`config.mk`:
```
export PLATFORM = sky130hd
export DESIGN_NAME = performance_request_aggregator_top
export DESIGN_NICKNAME = d
export VERILOG_FILES = /design/src/hw/rtl/pra_pkg.sv /design/src/hw/rtl/performance_request_aggregator_top.sv /design/src/hw/rtl/pra_ram.sv /design/src/hw/rtl/pra_merge_unit.sv
export SDC_FILE = /design/constraint.sdc
export NUM_CORES = 1
export LEC_CHECK = 0
export ABC_CLOCK_PERIOD_IN_PS = 4100
export BUFFER_PORTS_ARGS = -buffer_cell sky130_fd_sc_hd__buf_2
export CAP_MARGIN = 40
export CORE_ASPECT_RATIO = 0.5
export CORE_UTILIZATION = 42
export DETAILED_ROUTE_END_ITERATION = 12
export SLEW_MARGIN = 20
export SYNTH_ARGS = -nofsm -noshare
export SYNTH_HDL_FRONTEND = slang
export SYNTH_SLANG_ARGS = --single-unit
```
`constraint.sdc`:
```
create_clock -name clk -period 4.1 [get_ports clk]
set_input_delay 0.615 -clock clk [delete_from_list [all_inputs] [get_ports clk]]
set_output_delay 0.615 -clock clk [all_outputs]
set_load 0.05 [all_outputs]
```
`src/hw/rtl/pra_pkg.sv`:
```
package pra_pkg;

  localparam int LEVEL_W = 16;
  localparam int CMD_W   = 2;
  localparam int SLOT_W  = 4;
  localparam int MODE_W  = 2;
  localparam int CFG_IDX_W = 2;

  localparam logic [LEVEL_W-1:0] LEVEL_MAX = '1;

  // request commands
  localparam logic [CMD_W-1:0] CMD_REGISTER = 2'd0;
  localparam logic [CMD_W-1:0] CMD_RELEASE  = 2'd1;
  localparam logic [CMD_W-1:0] CMD_SET      = 2'd2;
  localparam logic [CMD_W-1:0] CMD_CLEAR    = 2'd3;

  // merge modes; the unused code merges like the sum
  localparam logic [MODE_W-1:0] MODE_MIN = 2'd0;
  localparam logic [MODE_W-1:0] MODE_MAX = 2'd1;
  localparam logic [MODE_W-1:0] MODE_SUM = 2'd2;

  // configuration register indexes
  localparam logic [CFG_IDX_W-1:0] CFG_MERGE_MODE    = 2'd0;
  localparam logic [CFG_IDX_W-1:0] CFG_LEVEL_FLOOR   = 2'd1;
  localparam logic [CFG_IDX_W-1:0] CFG_LEVEL_CEILING = 2'd2;
  localparam logic [CFG_IDX_W-1:0] CFG_START_LEVEL   = 2'd3;

  // shared unit operations
  localparam int ALU_OP_W = 3;
  localparam logic [ALU_OP_W-1:0] ALU_HOLD = 3'd0;
  localparam logic [ALU_OP_W-1:0] ALU_LOAD = 3'd1;
  localparam logic [ALU_OP_W-1:0] ALU_MIN  = 3'd2;
  localparam logic [ALU_OP_W-1:0] ALU_MAX  = 3'd3;
  localparam logic [ALU_OP_W-1:0] ALU_SADD = 3'd4;

  typedef struct packed {
    logic [ALU_OP_W-1:0] op;
    logic [LEVEL_W-1:0]  operand;
  } alu_ctl_t;

endpackage

```
`src/hw/rtl/performance_request_aggregator_top.sv`:
```
// Channel   Direction  Handshake            Payload
// in_       request    in_valid / in_stall  in_cmd, in_slot, in_req_level
// out_      result     out_valid/out_stall  out_status, out_changed, out_current_out
// cfg_      write      cfg_we               cfg_index, cfg_wdata
//
// Register, release and a failed set or clear go straight to the hand-off into the output
// register. A good set or clear runs a scan of all NUM_SLOTS slots through the shared
// merge unit, two clamps (ceiling, then floor), update and hand-off. The next request is
// taken only once the block is back in idle.
// Reset (rst_n low, synchronous) clears all slot marks and loads current level 0.
// A result held by out_stall also holds the block in S_DONE; requests are taken only while idle.
module performance_request_aggregator_top #(
  parameter int NUM_SLOTS = 16
) (
  input  logic                                clk,
  input  logic                                rst_n,
  // request channel
  input  logic                                in_valid,
  output logic                                in_stall,
  input  logic [pra_pkg::CMD_W-1:0]           in_cmd,
  input  logic [pra_pkg::SLOT_W-1:0]          in_slot,
  input  logic [pra_pkg::LEVEL_W-1:0]         in_req_level,
  // result channel
  output logic                                out_valid,
  input  logic                                out_stall,
  output logic                                out_status,
  output logic                                out_changed,
  output logic [pra_pkg::LEVEL_W-1:0]         out_current_out,
  // configuration
  input  logic                                cfg_we,
  input  logic [pra_pkg::CFG_IDX_W-1:0]       cfg_index,
  input  logic [pra_pkg::LEVEL_W-1:0]         cfg_wdata
);

  localparam int IDX_W = (NUM_SLOTS > 1) ? $clog2(NUM_SLOTS) : 1;
  localparam int CNT_W = $clog2(NUM_SLOTS + 1);
  localparam logic [CNT_W-1:0] LAST_CNT = CNT_W'(NUM_SLOTS);

  // sequencer states
  localparam logic [2:0] S_IDLE     = 3'd0;
  localparam logic [2:0] S_SCAN     = 3'd1;
  localparam logic [2:0] S_CLAMP_HI = 3'd2;
  localparam logic [2:0] S_CLAMP_LO = 3'd3;
  localparam logic [2:0] S_UPDATE   = 3'd4;
  localparam logic [2:0] S_DONE     = 3'd5;

  localparam int LW = pra_pkg::LEVEL_W;

  // configuration registers
  logic [pra_pkg::MODE_W-1:0] mode_r;
  logic [LW-1:0]              floor_r;
  logic [LW-1:0]              ceil_r;

  // block state
  logic [2:0]           state_r, state_nxt;
  logic [NUM_SLOTS-1:0] slot_vld_r, slot_vld_nxt;
  logic [NUM_SLOTS-1:0] slot_en_r, slot_en_nxt;
  logic [LW-1:0]        current_r, current_nxt;
  logic [CNT_W-1:0]     scan_cnt_r, scan_cnt_nxt;
  logic [IDX_W-1:0]     prev_idx_r;

  // finished result, then the output register
  logic          res_status_r, res_status_nxt;
  logic          res_changed_r, res_changed_nxt;
  logic [LW-1:0] res_level_r, res_level_nxt;
  logic          out_valid_r;
  logic          out_status_r;
  logic          out_changed_r;
  logic [LW-1:0] out_level_r;

  logic              accept;
  logic              in_range;
  logic [IDX_W-1:0]  slot_idx;
  logic              out_free;

  logic              ram_we;
  logic [LW-1:0]     ram_wdata;
  logic [IDX_W-1:0]  ram_raddr;
  logic [LW-1:0]     ram_rdata;

  pra_pkg::alu_ctl_t alu_ctl;
  logic [LW-1:0]     acc;
  logic [pra_pkg::ALU_OP_W-1:0] scan_op;
  logic [LW-1:0]     init_val;

  assign in_stall = (state_r != S_IDLE);
  assign accept   = in_valid && !in_stall;
  assign in_range = (32'(in_slot) < NUM_SLOTS);
  assign slot_idx = IDX_W'(in_slot);
  assign out_free = !out_valid_r || !out_stall;

  // slot levels; write on register or set, read one slot per scan cycle
  assign ram_raddr = (scan_cnt_r < LAST_CNT) ? scan_cnt_r[IDX_W-1:0] : '0;

  pra_ram #(
    .WIDTH(LW),
    .DEPTH(NUM_SLOTS)
  ) u_level_ram (
    .clk  (clk),
    .we   (ram_we),
    .waddr(slot_idx),
    .wdata(ram_wdata),
    .raddr(ram_raddr),
    .rdata(ram_rdata)
  );

  pra_merge_unit u_merge (
    .clk(clk),
    .ctl(alu_ctl),
    .acc(acc)
  );

  // per-mode scan operation and accumulator start value
  always_comb begin
    unique case (mode_r)
      pra_pkg::MODE_MIN: begin
        scan_op  = pra_pkg::ALU_MIN;
        init_val = ceil_r;
      end
      pra_pkg::MODE_MAX: begin
        scan_op  = pra_pkg::ALU_MAX;
        init_val = floor_r;
      end
      default: begin
        scan_op  = pra_pkg::ALU_SADD;
        init_val = '0;
      end
    endcase
  end

  always_comb begin
    state_nxt       = state_r;
    slot_vld_nxt    = slot_vld_r;
    slot_en_nxt     = slot_en_r;
    current_nxt     = current_r;
    scan_cnt_nxt    = scan_cnt_r;
    res_status_nxt  = res_status_r;
    res_changed_nxt = res_changed_r;
    res_level_nxt   = res_level_r;
    ram_we          = 1'b0;
    ram_wdata       = in_req_level;
    alu_ctl.op      = pra_pkg::ALU_HOLD;
    alu_ctl.operand = ram_rdata;

    unique case (state_r)
      S_IDLE: begin
        if (accept) begin
          res_status_nxt  = 1'b0;
          res_changed_nxt = 1'b0;
          res_level_nxt   = current_r;
          state_nxt       = S_DONE;
          unique case (in_cmd)
            pra_pkg::CMD_REGISTER: begin
              if (in_range) begin
                slot_vld_nxt[slot_idx] = 1'b1;
                slot_en_nxt[slot_idx]  = 1'b0;
                ram_we                 = 1'b1;
                ram_wdata              = current_r;
              end
            end
            pra_pkg::CMD_RELEASE: begin
              if (in_range) begin
                slot_vld_nxt[slot_idx] = 1'b0;
                slot_en_nxt[slot_idx]  = 1'b0;
              end
            end
            default: begin
              // set or clear
              if (!in_range || !slot_vld_r[slot_idx]) begin
                res_status_nxt = 1'b1;
              end else begin
                if (in_cmd == pra_pkg::CMD_SET) begin
                  slot_en_nxt[slot_idx] = 1'b1;
                  ram_we                = 1'b1;
                end else begin
                  slot_en_nxt[slot_idx] = 1'b0;
                end
                alu_ctl.op      = pra_pkg::ALU_LOAD;
                alu_ctl.operand = init_val;
                scan_cnt_nxt    = '0;
                state_nxt       = S_SCAN;
              end
            end
          endcase
        end
      end
      S_SCAN: begin
        // read data is registered: it arrives in the cycle after its address
        if (scan_cnt_r != '0 && slot_en_r[prev_idx_r]) begin
          alu_ctl.op = scan_op;
        end
        if (scan_cnt_r == LAST_CNT) begin
          state_nxt = S_CLAMP_HI;
        end else begin
          scan_cnt_nxt = scan_cnt_r + 1'b1;
        end
      end
      S_CLAMP_HI: begin
        alu_ctl.op      = pra_pkg::ALU_MIN;
        alu_ctl.operand = ceil_r;
        state_nxt       = S_CLAMP_LO;
      end
      S_CLAMP_LO: begin
        // floor applied last, so it wins over the ceiling
        alu_ctl.op      = pra_pkg::ALU_MAX;
        alu_ctl.operand = floor_r;
        state_nxt       = S_UPDATE;
      end
      S_UPDATE: begin
        res_changed_nxt = (acc != current_r);
        res_level_nxt   = acc;
        current_nxt     = acc;
        state_nxt       = S_DONE;
      end
      S_DONE: begin
        if (out_free) begin
          state_nxt = S_IDLE;
        end
      end
      default: begin
        state_nxt = S_IDLE;
      end
    endcase

    // start write loads current level at once; user must send writes only while idle; unchecked
    if (cfg_we && cfg_index == pra_pkg::CFG_START_LEVEL) begin
      current_nxt = cfg_wdata;
    end
  end

  always_ff @(posedge clk) begin
    if (!rst_n) begin
      state_r     <= S_IDLE;
      slot_vld_r  <= '0;
      slot_en_r   <= '0;
      current_r   <= '0;
      scan_cnt_r  <= '0;
      out_valid_r <= 1'b0;
      mode_r      <= pra_pkg::MODE_MIN;
      floor_r     <= '0;
      ceil_r      <= pra_pkg::LEVEL_MAX;
    end else begin
      state_r    <= state_nxt;
      slot_vld_r <= slot_vld_nxt;
      slot_en_r  <= slot_en_nxt;
      current_r  <= current_nxt;
      scan_cnt_r <= scan_cnt_nxt;

      if (state_r == S_DONE && out_free) begin
        out_valid_r <= 1'b1;
      end else if (!out_stall) begin
        out_valid_r <= 1'b0;
      end

      // the user must write only while idle; the block does not enforce it
      if (cfg_we) begin
        unique case (cfg_index)
          pra_pkg::CFG_MERGE_MODE:    mode_r  <= cfg_wdata[pra_pkg::MODE_W-1:0];
          pra_pkg::CFG_LEVEL_FLOOR:   floor_r <= cfg_wdata;
          pra_pkg::CFG_LEVEL_CEILING: ceil_r  <= cfg_wdata;
          default:                    ; // start level goes through current_nxt
        endcase
      end
    end
  end

  // payload registers
  always_ff @(posedge clk) begin
    prev_idx_r    <= scan_cnt_r[IDX_W-1:0];
    res_status_r  <= res_status_nxt;
    res_changed_r <= res_changed_nxt;
    res_level_r   <= res_level_nxt;
    if (state_r == S_DONE && out_free) begin
      out_status_r  <= res_status_r;
      out_changed_r <= res_changed_r;
      out_level_r   <= res_level_r;
    end
  end

  assign out_valid       = out_valid_r;
  assign out_status      = out_status_r;
  assign out_changed     = out_changed_r;
  assign out_current_out = out_level_r;

endmodule

```
`src/hw/rtl/pra_ram.sv`:
```
module pra_ram #(
  parameter int WIDTH = 16,
  parameter int DEPTH = 16
) (
  input  logic                                   clk,
  input  logic                                   we,
  input  logic [(DEPTH > 1 ? $clog2(DEPTH) : 1)-1:0] waddr,
  input  logic [WIDTH-1:0]                       wdata,
  input  logic [(DEPTH > 1 ? $clog2(DEPTH) : 1)-1:0] raddr,
  output logic [WIDTH-1:0]                       rdata
);

  logic [WIDTH-1:0] mem_r [DEPTH];
  logic [WIDTH-1:0] rdata_r;

  always_ff @(posedge clk) begin
    if (we) begin
      mem_r[waddr] <= wdata;
    end
    rdata_r <= mem_r[raddr];
  end

  assign rdata = rdata_r;

endmodule

```
`src/hw/rtl/pra_merge_unit.sv`:
```
module pra_merge_unit (
  input  logic                              clk,
  input  pra_pkg::alu_ctl_t                 ctl,
  output logic [pra_pkg::LEVEL_W-1:0]       acc
);

  logic [pra_pkg::LEVEL_W-1:0] acc_r;
  logic [pra_pkg::LEVEL_W-1:0] acc_nxt;
  logic [pra_pkg::LEVEL_W:0]   sum;

  assign sum = {1'b0, acc_r} + {1'b0, ctl.operand};

  always_comb begin
    unique case (ctl.op)
      pra_pkg::ALU_LOAD: acc_nxt = ctl.operand;
      pra_pkg::ALU_MIN:  acc_nxt = (ctl.operand < acc_r) ? ctl.operand : acc_r;
      pra_pkg::ALU_MAX:  acc_nxt = (ctl.operand > acc_r) ? ctl.operand : acc_r;
      // saturate at full scale
      pra_pkg::ALU_SADD: acc_nxt = sum[pra_pkg::LEVEL_W] ? pra_pkg::LEVEL_MAX
                                                         : sum[pra_pkg::LEVEL_W-1:0];
      default:           acc_nxt = acc_r;
    endcase
  end

  always_ff @(posedge clk) begin
    acc_r <= acc_nxt;
  end

  assign acc = acc_r;

endmodule

```
## Word-level counts from Yosys, hierarchy flattened

Memory sizes are Yosys's and may differ from the RTL's. A register that Yosys moved wholly into a read port is not among the register bits.
Index checks and enable logic that the tools add are counted.

- Word-level logic and storage cells: 142
- Memory bits (read-only): 0
- Bits of input ports: 45
- Bits in writable memories: 256
- Memories kept: 1
- Register bits: 147
- Bits in latches: 0

- Div/mod/pow operators: 0
- Reduce and logical (&&, ||, !) cells: 32
- Multipliers: 0
- Multiplexer cells: 53
- Add/subtract/negate cells: 2
- Magnitude comparators: 6
- Bitwise logic cells: 5
- Equal/unequal tests: 26
- Shifts and indexed selects: 0

Memories:

| memory | words | bits a word | rd ports | clocked after memory_dff | wr ports | RTL line | text |
|---|---|---|---|---|---|---|---|
| u_level_ram.mem_r | 16 | 16 | 1 | 1 | 1 | pra_ram.sv:13 | `logic [WIDTH-1:0] mem_r [DEPTH];` |

Operators with widths:

| cell | count |
|---|---|
| 2-to-1 mux 16 bit | 12 |
| case mux 16 bit (2 select lines) | 3 |
| case mux 16 bit (4 select lines) | 1 |
| 2-to-1 mux 17 bit | 3 |
| case mux 16 bit (3 select lines) | 1 |
| AND 16 bit | 2 |
| bitwise OR 16 bit | 2 |
| 2-to-1 mux 5 bit | 4 |
| 2-to-1 mux 3 bit | 6 |
| case mux 3 bit (6 select lines) | 1 |
| adder 16 x 16 -> 17 bit | 1 |
| > comparator 16 bit | 1 |
| less-than comparator 16 bit | 1 |
| inequality test 16 bit | 1 |
| inverter 16 bit | 1 |
| 2-to-1 mux 1 bit | 13 |
| == test 3 x 2 -> 1 bit (second input constant) | 4 |
| inequality test 2 bit (second input constant) | 6 |
| case mux 3 bit (4 select lines) | 1 |
| AND reduction 3 bit | 4 |
| less-than comparator 4 x 5 -> 1 bit (second input constant) | 2 |
| case mux 5 bit (2 select lines) | 1 |
| AND reduction 2 bit | 5 |
| nonzero test 2 bit | 5 |
| other kinds (24) | 43 |

## Depth between registers and ports, before layout

- Word-level depth: 9
- Mapped depth: 20
- Mapped depth without buffers: 17

## Cells and area by module

From an unflattened synthesis, not the netlist that was laid out.

- Cell total of the unflattened synthesis: 1354
- Area, all modules: 18672.9 µm²

Modules (own cells, without submodules):

| module | cells each | area an instance (µm²) | times used |
|---|---|---|---|
| pra_ram | 432 | 10042.1 | 1 |
| performance_request_aggregator_top | 679 | 6557.5 | 1 |
| pra_merge_unit | 243 | 2073.2 | 1 |

## Worst setup path after synthesis

OpenSTA, ideal clock, no wires.

- Path kind: input to register
- Start: input port in_slot[2] (netlist bit)
- End: register u_merge.acc_r, in the netlist u_merge.acc[0], enable pin
- Required time: 3738 ps
- Setup slack: -311 ps
- Cell stages on the path: 17
- Buffers on the path: 3
- Arrival: 4049 ps
- Cells stage by stage: buf_6 -> mux4_1 -> mux2i_1 -> mux2_4 -> nor3b_4 -> buf_6 -> o311ai_0 -> inv_1 -> ha_1 -> clkbuf_1 -> nand4_1 -> nor2_1 -> nand2_1 -> o211a_1 -> and4_1 -> nor4_1 -> nand2_1

- Word-level cells in the longest chain between the ends: 9
- Elaborated cells between the ends (all ways): 17
- Classes of those cells: 2 x order compare; 6 x eq/ne; 7 x mux; 2 x reduce/logical

RTL lines:

| what | RTL line | text |
|---|---|---|
| start: declaration | performance_request_aggregator_top.sv:21 | `input logic [pra_pkg::SLOT_W-1:0] in_slot,` |
| binary-select mux 1 bit (select 4 bit) (*) | performance_request_aggregator_top.sv:169 | `if (!in_range \|\| !slot_vld_r[slot_idx]) begin` |
| 2-to-1 mux 1 bit (not written as such) (*) | performance_request_aggregator_top.sv:169 |  |
| 2-to-1 mux 17 bit (*) | performance_request_aggregator_top.sv:169 |  |
| 2-to-1 mux 17 bit (*) | performance_request_aggregator_top.sv:152 | `unique case (in_cmd)` |
| 2-to-1 mux 17 bit (*) | performance_request_aggregator_top.sv:147 | `if (accept) begin` |
| case mux 16 bit (3 select lines) / case mux 3 bit (4 select lines) (equally long branches) | performance_request_aggregator_top.sv:145 | `unique case (state_r)` |
| > comparator 16 bit (tied with other cells) | pra_merge_unit.sv:17 | `pra_pkg::ALU_MAX: acc_nxt = (ctl.operand > acc_r) ? ctl.operand : acc_r;` |
| inequality test 2 x 1 -> 1 bit (no line) / nonzero test 4 bit (equally long branches) | -- |  |
| AND reduction 3 bit (no line) (*) | -- |  |
| end signal: assignment | pra_merge_unit.sv:26 | `acc_r <= acc_nxt;` |
| end: declaration | pra_merge_unit.sv:7 | `logic [pra_pkg::LEVEL_W-1:0] acc_r;` |

Every way passes the cells marked *; elsewhere a longest branch is shown, timed or not. The select of a mux whose other input is x is not followed.
A chain may end at the register's enable or synchronous reset.

==> out/summary.txt <==
Status - completed
Hold WC Path Type - input pin to register
CTS tree - yes
Post-DP HPWL - 34600 um
RSZ-0062 raised after global routing - true
Ys async rst share - 0
#FFs+latches synth - 419
Max-Slew Margin vs Limit - 0.479
Starting density of the core - 0.430
Worst Path Arrival - 4.25 ns
Setup crit end kind - register
Die ar. - 45900 um^2
Net Count, Synth - 1589
Via density - 5.69
EDFF count, synth - 308
Mean post-synth cell area - 12.5 um^2
CTS hold repair buffers - 0
Final-report hold violation count - 0
Register area share after synthesis - 0.606
GRT overflow - 0
Net count of the finished layout - 1720
Die width - 302 um
Clk Latency, worst-skew pair - 0.58 ns
Synthesized area - 18900 um^2
CP cell instances - mux4_1 -> mux2i_1 -> mux2_4 -> nor3b_4 -> buf_12 -> o311ai_1 -> inv_1 -> ha_2 -> inv_2 -> fa_2 -> or2_4 -> a221oi_2 -> o31a_1 -> o41ai_2 -> nand3_1 -> mux2_2 -> mux2_2
Final Max Tran Viols - 0
Drt drc - 0
Clock root buffer master - clkbuf_16
Vias in the first global route - 12538
CTS H-Tree Depth - 2
Max Cap Violations - 0
Number of antenna violations at the first check in global routing - 6
Crit path kind - register to register
Most frequent CP cell - mux2_2
Placed Cells - 2184
DR WL/cell - 22.6 um
Tmin final - 3.95 ns
Iter 0 DRT Violations - 1113
Crit share post-route - 0.963
Global placer's final weighted congestion - 0.908
Boundary Pins - 65
Syn-to-layout area delta - 16.3%
Top_reg_cell synth - edfxtp_1
CP startpoint kind - register
Worst path required time - 4.41 ns
Commonest cells after routing, fill and taps aside - 308 x edfxtp_1, 122 x nand2_1, 118 x buf_4
Synthesized instance count - 1509
Clock skew - 0.0452 ns
CP max stage cell - mux4_1
Clk pin slew, worst setup/hold paths - 0.06 ns
YS warnings - 0
Design area - 22000 um^2
Global-route wire length before repair - 76100 um
Worst VDD drop - 312 uV
LEAKAGE - 8.08 nW
Most common cell after layout, fill and taps aside - edfxtp_1
Critical-path maximum fanout - 16
Via count - 12865
TritonCTS Buffers - 40
# port buffers - 64
Placed inst area - 20700 um^2
DRT antenna net count - 0
Pin count of the biggest net entering global routing - 48
Pwr Density - 646 nW/um^2
Slowest cell delay on critical path - 0.50 ns
Non-Filler Instances - 2260
Final Setup Violations - 0
Die Y-Extent - 152 um
DRT Wirelength - 51000 um
Row cnt - 54
Fmax achieved - 0.253 GHz
CTS Sinks - 419
First-pass DRT Iterations - 5
GRT Total Usage - 0.220
Layout cells sized above 1 - 0.230
Core region area - 44000 um^2
Yosys cell types - 65
Max clock buf depth - 3
Worst-Margin Slew - 0.777 ns
## critical path: cells and delay by family (launching register included)
| family | cells | cell delay, ns |
|---|---|---|
| adder cells (fa/ha/maj) | 2 | 0.40 |
| flip-flops | 1 | 0.32 |
| AO/OA/AOI/OAI | 4 | 1.01 |
| AND/OR/NAND/NOR | 3 | 0.29 |
| multiplexers | 5 | 1.38 |
| buffers and inverters | 3 | 0.30 |
## sequential cells by signal, summed over array words and instances, names as in the netlist, named ones only
signal / count
ceil_r: 16
current_r: 16
floor_r: 16
mode_r: 2
out_changed: 1
out_current_out: 16
out_status: 1
out_valid: 1
prev_idx_r: 4
res_changed_r: 1
res_level_r: 16
res_status_r: 1
scan_cnt_r: 5
state_r: 3
u_level_ram.mem_r: 256
u_level_ram.rdata: 16
u_merge.acc: 16
## where the power goes
part	internal, mW	switching (mW)
clock network	1.95	1.64
registers	5.02	0.242
logic	2.47	2.89
total	9.44	4.78
## timing repair
item	4_1_cts	5_1_grt
gates resized for setup	0	7
setup endpoints to repair	0	26
setup buffers	0	1
## cell type report
class | count | area (um^2)
Antenna cell | 1 | 2.50
Clock buffer | 50 | 1040
Clock inverter | 23 | 218
Fill cell | 3849 | 22000
Inverter | 34 | 128
Multi-Input combinational cell | 955 | 7040
Sequential cell | 419 | 11500
Tap cell | 588 | 736
Timing Repair Buffer | 190 | 1360
## per-stage QoR
step | setup TNS (ns) | util | total power, mW | hold slack [ns] | worst slack (ns)
5_1_grt | -0.0260 | 0.500 | 14.9 | 0.319 | -0.0101
3_5_place_dp | -11.26 | 0.471 | 10.6 | 0.405 | -0.503
4_1_cts | 0 | 0.499 | 14.2 | 0.298 | 0.0219
2_1_floorplan | -0.863 | - | 8.58 | 0.329 | -0.0513
3_3_place_gp | -9.98 | 0.468 | 10.5 | 0.401 | -0.396
6_report | 0 | 0.500 | 14.2 | 0.319 | 0.153
## metal layers
metal / GRT usage / vias up / share of wire
met3: 0.0312 / 88 / 0.061
met4: 0.0558 / 0 / 0.024
met1: 0.317 / 6372 / 0.46
li1: - / 5967 / -
met5: 0 / - / 0
met2: 0.348 / 438 / 0.46
## cell usage after synthesis, types with 5 or more instances
master | number | share of area
nor2_1 | 64 | 0.013
nand2_1 | 124 | 0.025
nor4_1 | 6 | 0.0020
clkbuf_1 | 74 | 0.015
nand2b_1 | 27 | 0.0089
nor3b_2 | 12 | 0.0079
nand4_1 | 7 | 0.0023
a21oi_1 | 100 | 0.026
inv_1 | 33 | 0.0065
nor3_1 | 34 | 0.0090
nor2b_1 | 30 | 0.0099
o22ai_1 | 13 | 0.0043
mux2i_1 | 87 | 0.046
edfxtp_1 | 308 | 0.49
buf_2 | 7 | 0.0019
nor3b_1 | 5 | 0.0020
dfxtp_1 | 111 | 0.12
a21boi_0 | 23 | 0.0091
a32o_1 | 16 | 0.0085
ha_1 | 34 | 0.022
o211a_1 | 13 | 0.0069
or3_1 | 8 | 0.0026
nand3_1 | 22 | 0.0058
a2bb2oi_1 | 12 | 0.0056
o31ai_1 | 21 | 0.0083
a221oi_1 | 17 | 0.0079
o211ai_1 | 17 | 0.0067
xor2_1 | 5 | 0.0023
o21ai_0 | 80 | 0.021
buf_1 | 15 | 0.0030
xnor2_1 | 24 | 0.011
mux2_2 | 83 | 0.049
a221o_1 | 16 | 0.0085
## cell families (layout without fill, tap and decap cells)
group / count (synthesis) / after routing / share of synthesized area
adders and majority gates: 35 / 35 / 0.0235
DFF: 419 / 419 / 0.606
muxes: 179 / 179 / 0.107
xor gates and xnor gates: 29 / 29 / 0.0134
other: 0 / 1 / 0
buffers and inverters: 135 / 297 / 0.0290
AOI/OAI and AO/OA: 355 / 355 / 0.126
and+or+nand+nor: 357 / 357 / 0.0956
## path summary, 6_finish.rpt
check        cells after the start                  to      startpoint  slack, ns
min reg2reg                      0  out_current_out[3]  res_level_r[3]       0.42
max                             17     u_merge.acc[15]        register       0.15
max reg2reg                     17     u_merge.acc[15]        register       0.15
min                              3          ceil_r[12]   cfg_wdata[12]       0.32
(Power assumes the default switching activity.)
